## src/hw/rtl/biq_pkg.sv

```systemverilog
// ----------------------------------------------------------------------------
// biq_pkg: shared types and constants for the Q15 biquad filter
// Coefficient set, register indexes, reset values, datapath widths, rounding bias and clip limits.
// ----------------------------------------------------------------------------
package biq_pkg;

  localparam int COEF_W = 16;
  localparam int SAMP_W = 16;
  localparam int PROD_W = 2 * COEF_W;
  localparam int TERM_W = PROD_W - 15;
  localparam int SUM_W  = TERM_W + 3;
  localparam int IDX_W  = 3;

  typedef logic signed [COEF_W-1:0] coef_t;
  typedef logic signed [SAMP_W-1:0] samp_t;
  typedef logic signed [TERM_W-1:0] term_t;
  typedef logic signed [SUM_W-1:0]  sum_t;

  typedef struct packed {
    coef_t b0;
    coef_t b1;
    coef_t b2;
    coef_t a1;
    coef_t a2;
  } coef_set_t;

  localparam logic [IDX_W-1:0] REG_B0 = IDX_W'(0);
  localparam logic [IDX_W-1:0] REG_B1 = IDX_W'(1);
  localparam logic [IDX_W-1:0] REG_B2 = IDX_W'(2);
  localparam logic [IDX_W-1:0] REG_A1 = IDX_W'(3);
  localparam logic [IDX_W-1:0] REG_A2 = IDX_W'(4);

  localparam coef_t B0_RESET = COEF_W'(16'h10C8);
  localparam coef_t B1_RESET = COEF_W'(16'h2190);
  localparam coef_t B2_RESET = COEF_W'(16'h10C8);
  localparam coef_t A1_RESET = COEF_W'(16'h5FB7);
  localparam coef_t A2_RESET = COEF_W'(16'hDD28);

  localparam logic signed [PROD_W-1:0] ROUND_BIAS = PROD_W'(1 << 14);

  localparam sum_t  SAT_HIGH     = SUM_W'(32767);
  localparam sum_t  SAT_LOW      = SUM_W'(-32767);
  localparam samp_t OUT_MIN_CODE = SAMP_W'(16'h8000);

endpackage

```

## src/hw/rtl/biq_coef_regs.sv

```systemverilog
// ----------------------------------------------------------------------------
// biq_coef_regs: coefficient register file
// Five Q15 coefficients, written one at a time by index; unknown indexes
// are dropped.
// ----------------------------------------------------------------------------
module biq_coef_regs (
  input  logic                     clk,
  input  logic                     rst,
  input  logic                     cfg_wr_en,
  input  logic [biq_pkg::IDX_W-1:0] cfg_index,
  input  biq_pkg::coef_t           cfg_data,
  output biq_pkg::coef_set_t       coefs
);

  always_ff @(posedge clk) begin
    if (rst) begin
      coefs.b0 <= biq_pkg::B0_RESET;
      coefs.b1 <= biq_pkg::B1_RESET;
      coefs.b2 <= biq_pkg::B2_RESET;
      coefs.a1 <= biq_pkg::A1_RESET;
      coefs.a2 <= biq_pkg::A2_RESET;
    end else if (cfg_wr_en) begin
      case (cfg_index)
        biq_pkg::REG_B0: coefs.b0 <= cfg_data;
        biq_pkg::REG_B1: coefs.b1 <= cfg_data;
        biq_pkg::REG_B2: coefs.b2 <= cfg_data;
        biq_pkg::REG_A1: coefs.a1 <= cfg_data;
        biq_pkg::REG_A2: coefs.a2 <= cfg_data;
        default: ;
      endcase
    end
  end

endmodule

```

## src/hw/rtl/biq_term.sv

```systemverilog
// ----------------------------------------------------------------------------
// biq_term: one rounded Q15 product term
// p = c*s + 2^14; result is p >>> 15 with the sticky low bits folded into
// the result LSB.
// ----------------------------------------------------------------------------
module biq_term (
  input  biq_pkg::coef_t coef,
  input  biq_pkg::samp_t samp,
  output biq_pkg::term_t term
);

  logic signed [biq_pkg::PROD_W-1:0] prod;
  logic signed [biq_pkg::PROD_W-1:0] biased;

  assign prod   = biq_pkg::PROD_W'(coef) * biq_pkg::PROD_W'(samp);
  assign biased = prod + biq_pkg::ROUND_BIAS;
  // (p | 0x8000) >>> 15 when the low half is nonzero, else p >>> 15
  assign term   = {biased[biq_pkg::PROD_W-1:16], |biased[15:0]};

endmodule

```

## src/hw/rtl/biquad_iir_q15_unit.sv

```systemverilog
// ----------------------------------------------------------------------------
// biquad_iir_q15_unit: direct form 1 biquad, Q15 fixed point
// Input samples enter on x_valid/x_ready, filtered samples leave on
// y_valid/y_ready. Each transaction carries one signed 16-bit sample.
// Coefficients are written through cfg_wr_en/cfg_index/cfg_data:
// 0 b0, 1 b1, 2 b2, 3 a1, 4 a2 (feedback signs folded in); write only
// while the filter is idle.
// A sample accepted into the input register moves on to the output register,
// y_sample, when that register is empty or being read. Throughput is one
// sample per cycle while the receiver keeps y_ready high: the five multipliers,
// the adder and the clip sit between the input register and the output register.
// Reset (rst, synchronous) empties both registers, clears the four delay
// taps and loads the default low-pass coefficients.
// When the receiver holds y_ready low, the output register keeps its
// sample, the input register fills, and x_ready falls one sample later.
// The delay taps advance only when a sample moves into the output register.
// ----------------------------------------------------------------------------
module biquad_iir_q15_unit (
  input  logic                      clk,
  input  logic                      rst,
  input  logic                      x_valid,
  output logic                      x_ready,
  input  biq_pkg::samp_t            x_sample,
  output logic                      y_valid,
  input  logic                      y_ready,
  output biq_pkg::samp_t            y_sample,
  input  logic                      cfg_wr_en,
  input  logic [biq_pkg::IDX_W-1:0] cfg_index,
  input  biq_pkg::coef_t            cfg_data
);

  biq_pkg::coef_set_t coefs;
  logic               s1_valid;
  biq_pkg::samp_t     s1_x;
  logic               advance;
  biq_pkg::samp_t     x_delay_one;
  biq_pkg::samp_t     x_delay_two;
  biq_pkg::samp_t     y_delay_one;
  biq_pkg::samp_t     y_delay_two;
  biq_pkg::term_t     t_b0;
  biq_pkg::term_t     t_b1;
  biq_pkg::term_t     t_b2;
  biq_pkg::term_t     t_a1;
  biq_pkg::term_t     t_a2;
  biq_pkg::sum_t      sum;
  biq_pkg::samp_t     y_next;

  biq_coef_regs u_coef_regs (
    .clk       (clk),
    .rst       (rst),
    .cfg_wr_en (cfg_wr_en),
    .cfg_index (cfg_index),
    .cfg_data  (cfg_data),
    .coefs     (coefs)
  );

  biq_term u_term_b0 (.coef(coefs.b0), .samp(s1_x),        .term(t_b0));
  biq_term u_term_b1 (.coef(coefs.b1), .samp(x_delay_one), .term(t_b1));
  biq_term u_term_b2 (.coef(coefs.b2), .samp(x_delay_two), .term(t_b2));
  biq_term u_term_a1 (.coef(coefs.a1), .samp(y_delay_one), .term(t_a1));
  biq_term u_term_a2 (.coef(coefs.a2), .samp(y_delay_two), .term(t_a2));

  assign advance = s1_valid && (!y_valid || y_ready);
  assign x_ready = !s1_valid || advance;

  always_comb begin
    sum = biq_pkg::SUM_W'(t_b0) + biq_pkg::SUM_W'(t_b1) + biq_pkg::SUM_W'(t_b2)
        + biq_pkg::SUM_W'(t_a1) + biq_pkg::SUM_W'(t_a2);
    if (sum >= biq_pkg::SAT_HIGH) begin
      y_next = biq_pkg::SAMP_W'(biq_pkg::SAT_HIGH);
    end else if (sum <= biq_pkg::SAT_LOW) begin
      y_next = biq_pkg::SAMP_W'(biq_pkg::SAT_LOW);
    end else begin
      y_next = sum[biq_pkg::SAMP_W-1:0];
    end
  end

  always_ff @(posedge clk) begin
    if (rst) begin
      s1_valid <= 1'b0;
    end else if (x_ready) begin
      s1_valid <= x_valid;
    end
  end

  always_ff @(posedge clk) begin
    if (x_valid && x_ready) begin
      s1_x <= x_sample;
    end
  end

  always_ff @(posedge clk) begin
    if (rst) begin
      y_valid <= 1'b0;
    end else if (advance) begin
      y_valid <= 1'b1;
    end else if (y_ready) begin
      y_valid <= 1'b0;
    end
  end

  always_ff @(posedge clk) begin
    if (advance) begin
      y_sample <= y_next;
    end
  end

  always_ff @(posedge clk) begin
    if (rst) begin
      x_delay_one <= '0;
      x_delay_two <= '0;
      y_delay_one <= '0;
      y_delay_two <= '0;
    end else if (advance) begin
      x_delay_one <= s1_x;
      x_delay_two <= x_delay_one;
      y_delay_one <= y_next;
      y_delay_two <= y_delay_one;
    end
  end

`ifndef ASSERT_OFF
  a_no_min_code: assert property (@(posedge clk) disable iff (rst)
    y_valid |-> (y_sample != biq_pkg::OUT_MIN_CODE))
    else $error("output reached the negative full-scale code");

  a_tap_matches_out: assert property (@(posedge clk) disable iff (rst)
    advance |=> (y_valid && (y_delay_one == y_sample)))
    else $error("feedback tap out of step with the output register");

  a_stall_needs_item: assert property (@(posedge clk) disable iff (rst)
    !x_ready |-> (s1_valid && y_valid && !y_ready))
    else $error("input stalled without a held transaction");

  a_x_tap_follows: assert property (@(posedge clk) disable iff (rst)
    advance |=> (x_delay_one == $past(s1_x)))
    else $error("input tap did not take the processed sample");
`endif

endmodule

```

## config.mk

```make
export PLATFORM = sky130hd
export DESIGN_NAME = biquad_iir_q15_unit
export DESIGN_NICKNAME = d
export VERILOG_FILES = /design/src/hw/rtl/biq_pkg.sv /design/src/hw/rtl/biq_coef_regs.sv /design/src/hw/rtl/biq_term.sv /design/src/hw/rtl/biquad_iir_q15_unit.sv
export SDC_FILE = /design/constraint.sdc
export NUM_CORES = 2
export LEC_CHECK = 0
export BUFFER_PORTS_ARGS = -buffer_cell sky130_fd_sc_hd__clkbuf_2
export CAP_MARGIN = 20
export CORE_MARGIN = 2
export CORE_UTILIZATION = 40
export CTS_CLUSTER_SIZE = 40
export DETAILED_ROUTE_END_ITERATION = 8
export PLACE_DENSITY = 0.67
export SLEW_MARGIN = 20
export SYNTH_ARGS = -nofsm -noshare
export SYNTH_HDL_FRONTEND = slang
export SYNTH_SLANG_ARGS = --single-unit
```

## constraint.sdc

```tcl
create_clock -name clk -period 22 [get_ports clk]
set_input_delay 2.2 -clock clk [delete_from_list [all_inputs] [get_ports clk]]
set_output_delay 2.2 -clock clk [all_outputs]
set_load 0.005 [all_outputs]
```

==> impl_results.md <==
* Total Wirelength at 147500 um
* Clock-pin slew on the worst setup and hold paths at 0.10 ns
* Fin crit period at 11.50 ns
* First-pass GRT wire length at 241300 um
* Clk buf depth at 2
* Worst path most repeated cell: fa_1
* Peak Freq at 86.95 MHz
* Area of the core at 143100 um^2
* CTS tree: built
* Die Y-Extent at 383.3 um
* Cells after Synth at 6400
* Total GRT Usage at 20.80%
* Clk Latency, worst-skew pair at 0.51 ns
* Initial antenna violation count at 6
* Startpoint Class: flop
* Cell Rows at 139
* Clk_skew at 0.02525 ns
* Final period util at 52.28%
* Die area at 146900 um^2
* Met2 Use GR at 34.88%
* GR peak layer: met2
* Data required, critical path at 22.39 ns
* YS warnings at 0
* CTS Sinks at 178
* Syn_nets at 8228
* Worst Path Max Fanout at 17
* Post-synth EDFFs at 32
* DRT Pass-1 Iters at 5
* Number of global-route vias before repair at 44740
* Vias post-DR at 41510
* MaxCap Viol Count at 0
* Tightest Hold Check Type: reg -> reg
* NumNets Final at 8083
* Crit Path Category: reg -> reg
* Inserted Diodes at 0
* Global-route met3 utilization at 3.070%
* Setup repair bufs after CTS at 0
* Cell Area, Synth at 57540 um^2
* Resize count post-CTS at 0
* #FFs+latches synth at 178
* WL/cell at 18.05 um
* Seq/Total Area, Yosys at 6.749%
* Post-route DRC at 0
* Avg Synthesized Cell Area at 8.991 um^2
* CTS Hold Bufs at 0
* WP data arrival at 11.89 ns
* Status: completed
* Share of layout cells above drive strength 1 at 2.345%
* Vias per std cell at 5.080
* Final Hold Violating Endpoints at 0
* Routing usage on met1 at 28.25%
* Io pins at 58
* Fin Setup TNS at 0 ns
* Largest net degree at the start of global routing at 91
* Unrepaired setup endpoints after global routing: false
* Final Setup Violations at 0
* IO buf count at 57
* Max incr delay on CP at 0.77 ns
* Gpl congestion at 0.9227
* Clock Root Buffer: clkbuf_16
* Die Wd at 383.3 um
* Synth-to-Final Area Change at 4.436%
* Hpwl dp at 121300 um
* Slew at the pin closest to its max-slew limit at 1.096 ns
* Slew Limit Fails at 0
* CTS H-Tree Depth at 4
* FFs w/ async S/R, synth at 0%
* Gr ovfl total at 0
* Initial core utilization at 40.20%
* Synth Flop Type: dfxtp_1
* Relative slew slack at 26.85%
* Distinct cells, synth at 82
* CP Capture Type: flop
* Post-route ant nets at 0
* Clock buffer count from CTS at 17
* Initial DRC Count at 2844
* CP max stage cell: dfxtp_1
==> registers in the layout (all words and copies together), names as in the netlist <==
signal,cells
s1_valid,1
s1_x,16
u_coef_regs.coefs,80
x_delay_one,16
x_delay_two,16
y_delay_one,16
y_delay_two,16
y_sample,16
y_valid,1
==> synthesized netlist by cell type (23+ instances only) <==
cell type / number / share of area [%]
inv_1: 1539 / 10
fa_1: 1368 / 48
nand2_1: 1021 / 6.7
and2_1: 522 / 5.7
ha_1: 420 / 9.1
clkbuf_1: 237 / 1.5
a21oi_1: 219 / 1.9
dfxtp_1: 146 / 5.1
xnor2_1: 139 / 2.1
nor2_1: 132 / 0.86
o21ai_0: 71 / 0.62
a21o_1: 69 / 0.90
nand2b_1: 66 / 0.72
xor2_1: 38 / 0.58
nand3b_1: 36 / 0.47
edfxtp_1: 32 / 1.7
nand3_1: 31 / 0.27
o21bai_1: 29 / 0.38
o21a_1: 27 / 0.35
nor3_1: 24 / 0.21
a31oi_1: 23 / 0.25
==> cell families (layout without fill, tap and decap cells) <==
group                    count (synthesis)  count (layout)  share of synthesized area [%]
multiplexers                             6               6                         0.1065
adder cells (fa/ha/maj)               1788            1788                          56.72
XOR/XNOR                               178             178                          2.722
flip-flops                             178             178                          6.749
buffers and inverters                 1782            1650                          11.66
AO/OA/AOI/OAI                          547             547                          6.114
AND/OR/NAND/NOR                       1921            1921                          15.92
==> routing by layer <==
layer / vias up / share of wire [%] / wire, um
li1: 18600 / - / -
met1: 21390 / 42 / 62120
met2: 1282 / 48 / 71220
met3: 232 / 7.1 / 10460
met4: 4 / 2.5 / 3673
met5: - / 0.018 / 27
==> stage by stage <==
| step | hold WS [ns] | setup slack, ns | cells | util, % | instance area, um^2 |
|---|---|---|---|---|---|
| 2_1_floorplan | 0.4833 | 11.87 | 6400 | - | 57540 |
| 3_3_place_gp | 0.5124 | 10.70 | 8139 | 41.53 | 59450 |
| 3_5_place_dp | 0.5176 | 10.48 | 8139 | 41.54 | 59460 |
| 4_1_cts | 0.5037 | 10.44 | 8171 | 41.98 | 60090 |
| 5_1_grt | 0.5432 | 9.844 | 8171 | 41.99 | 60100 |
| 6_report | 0.5048 | 10.50 | 8171 | 41.99 | 60100 |
==> path summary, 6_finish.rpt <==
| path | cells past startpoint | startpoint | endpoint | slack (ns) |
|---|---|---|---|---|
| hold / removal | 2 | y_delay_one[15] | y_delay_two[15] | 0.50 |
| setup / recovery | 36 | u_coef_regs.coefs[42] | y_delay_one[6] | 10.50 |
| hold reg to reg | 2 | y_delay_one[15] | y_delay_two[15] | 0.50 |
| setup reg to reg | 36 | u_coef_regs.coefs[42] | y_delay_one[6] | 10.50 |
==> area by class of cell <==
cell class / instances / area [um^2]
Timing Repair Buffer: 78 / 445.4
Sequential cell: 178 / 3884
Clock buffer: 17 / 425.4
Multi-Input combinational cell: 4440 / 46980
Fill cell: 13920 / 83040
Tap cell: 1903 / 2381
Inverter: 1540 / 5781
Clock inverter: 15 / 203.9
==> critical path, delay by kind of cell, from the launching register on <==
kind | cells | cell delay [ns]
AOI/OAI and AO/OA | 15 | 4.08
adders and majority gates | 11 | 5.10
and+or+nand+nor | 4 | 0.83
xor gates and xnor gates | 2 | 0.42
buffers and inverters | 4 | 0.19
DFF | 1 | 0.77
==> cell usage in the layout, fill, tap and decap left out, drive strengths merged, types with 5 or more instances in the layout <==
| cell | synthesis | layout |
|---|---|---|
| a2111oi | 8 | 8 |
| a211oi | 15 | 15 |
| a21o | 69 | 69 |
| a21oi | 220 | 220 |
| a221oi | 7 | 7 |
| a311oi | 8 | 8 |
| a31oi | 24 | 24 |
| and2 | 522 | 522 |
| and3 | 19 | 19 |
| buf | 5 | 22 |
| clkbuf | 237 | 73 |
| clkinv | 1 | 9 |
| dfxtp | 146 | 146 |
| edfxtp | 32 | 32 |
| fa | 1368 | 1368 |
| ha | 420 | 420 |
| inv | 1539 | 1546 |
| mux2i | 5 | 5 |
| nand2 | 1021 | 1021 |
| nand2b | 67 | 67 |
| nand3 | 31 | 31 |
| nand3b | 36 | 36 |
| nand4 | 12 | 12 |
| nor2 | 132 | 132 |
| nor2b | 9 | 9 |
| nor3 | 25 | 25 |
| nor4 | 12 | 12 |
| o2111ai | 8 | 8 |
| o211ai | 6 | 6 |
| o21a | 27 | 27 |
| o21ai | 76 | 76 |
| o21bai | 29 | 29 |
| o22ai | 6 | 6 |
| o31ai | 5 | 5 |
| or2 | 7 | 7 |
| or3 | 14 | 14 |
| xnor2 | 140 | 140 |
| xor2 | 38 | 38 |
Power is not shown: default switching activity piles up to over one toggle a cycle in this logic, so the estimate is an artifact.
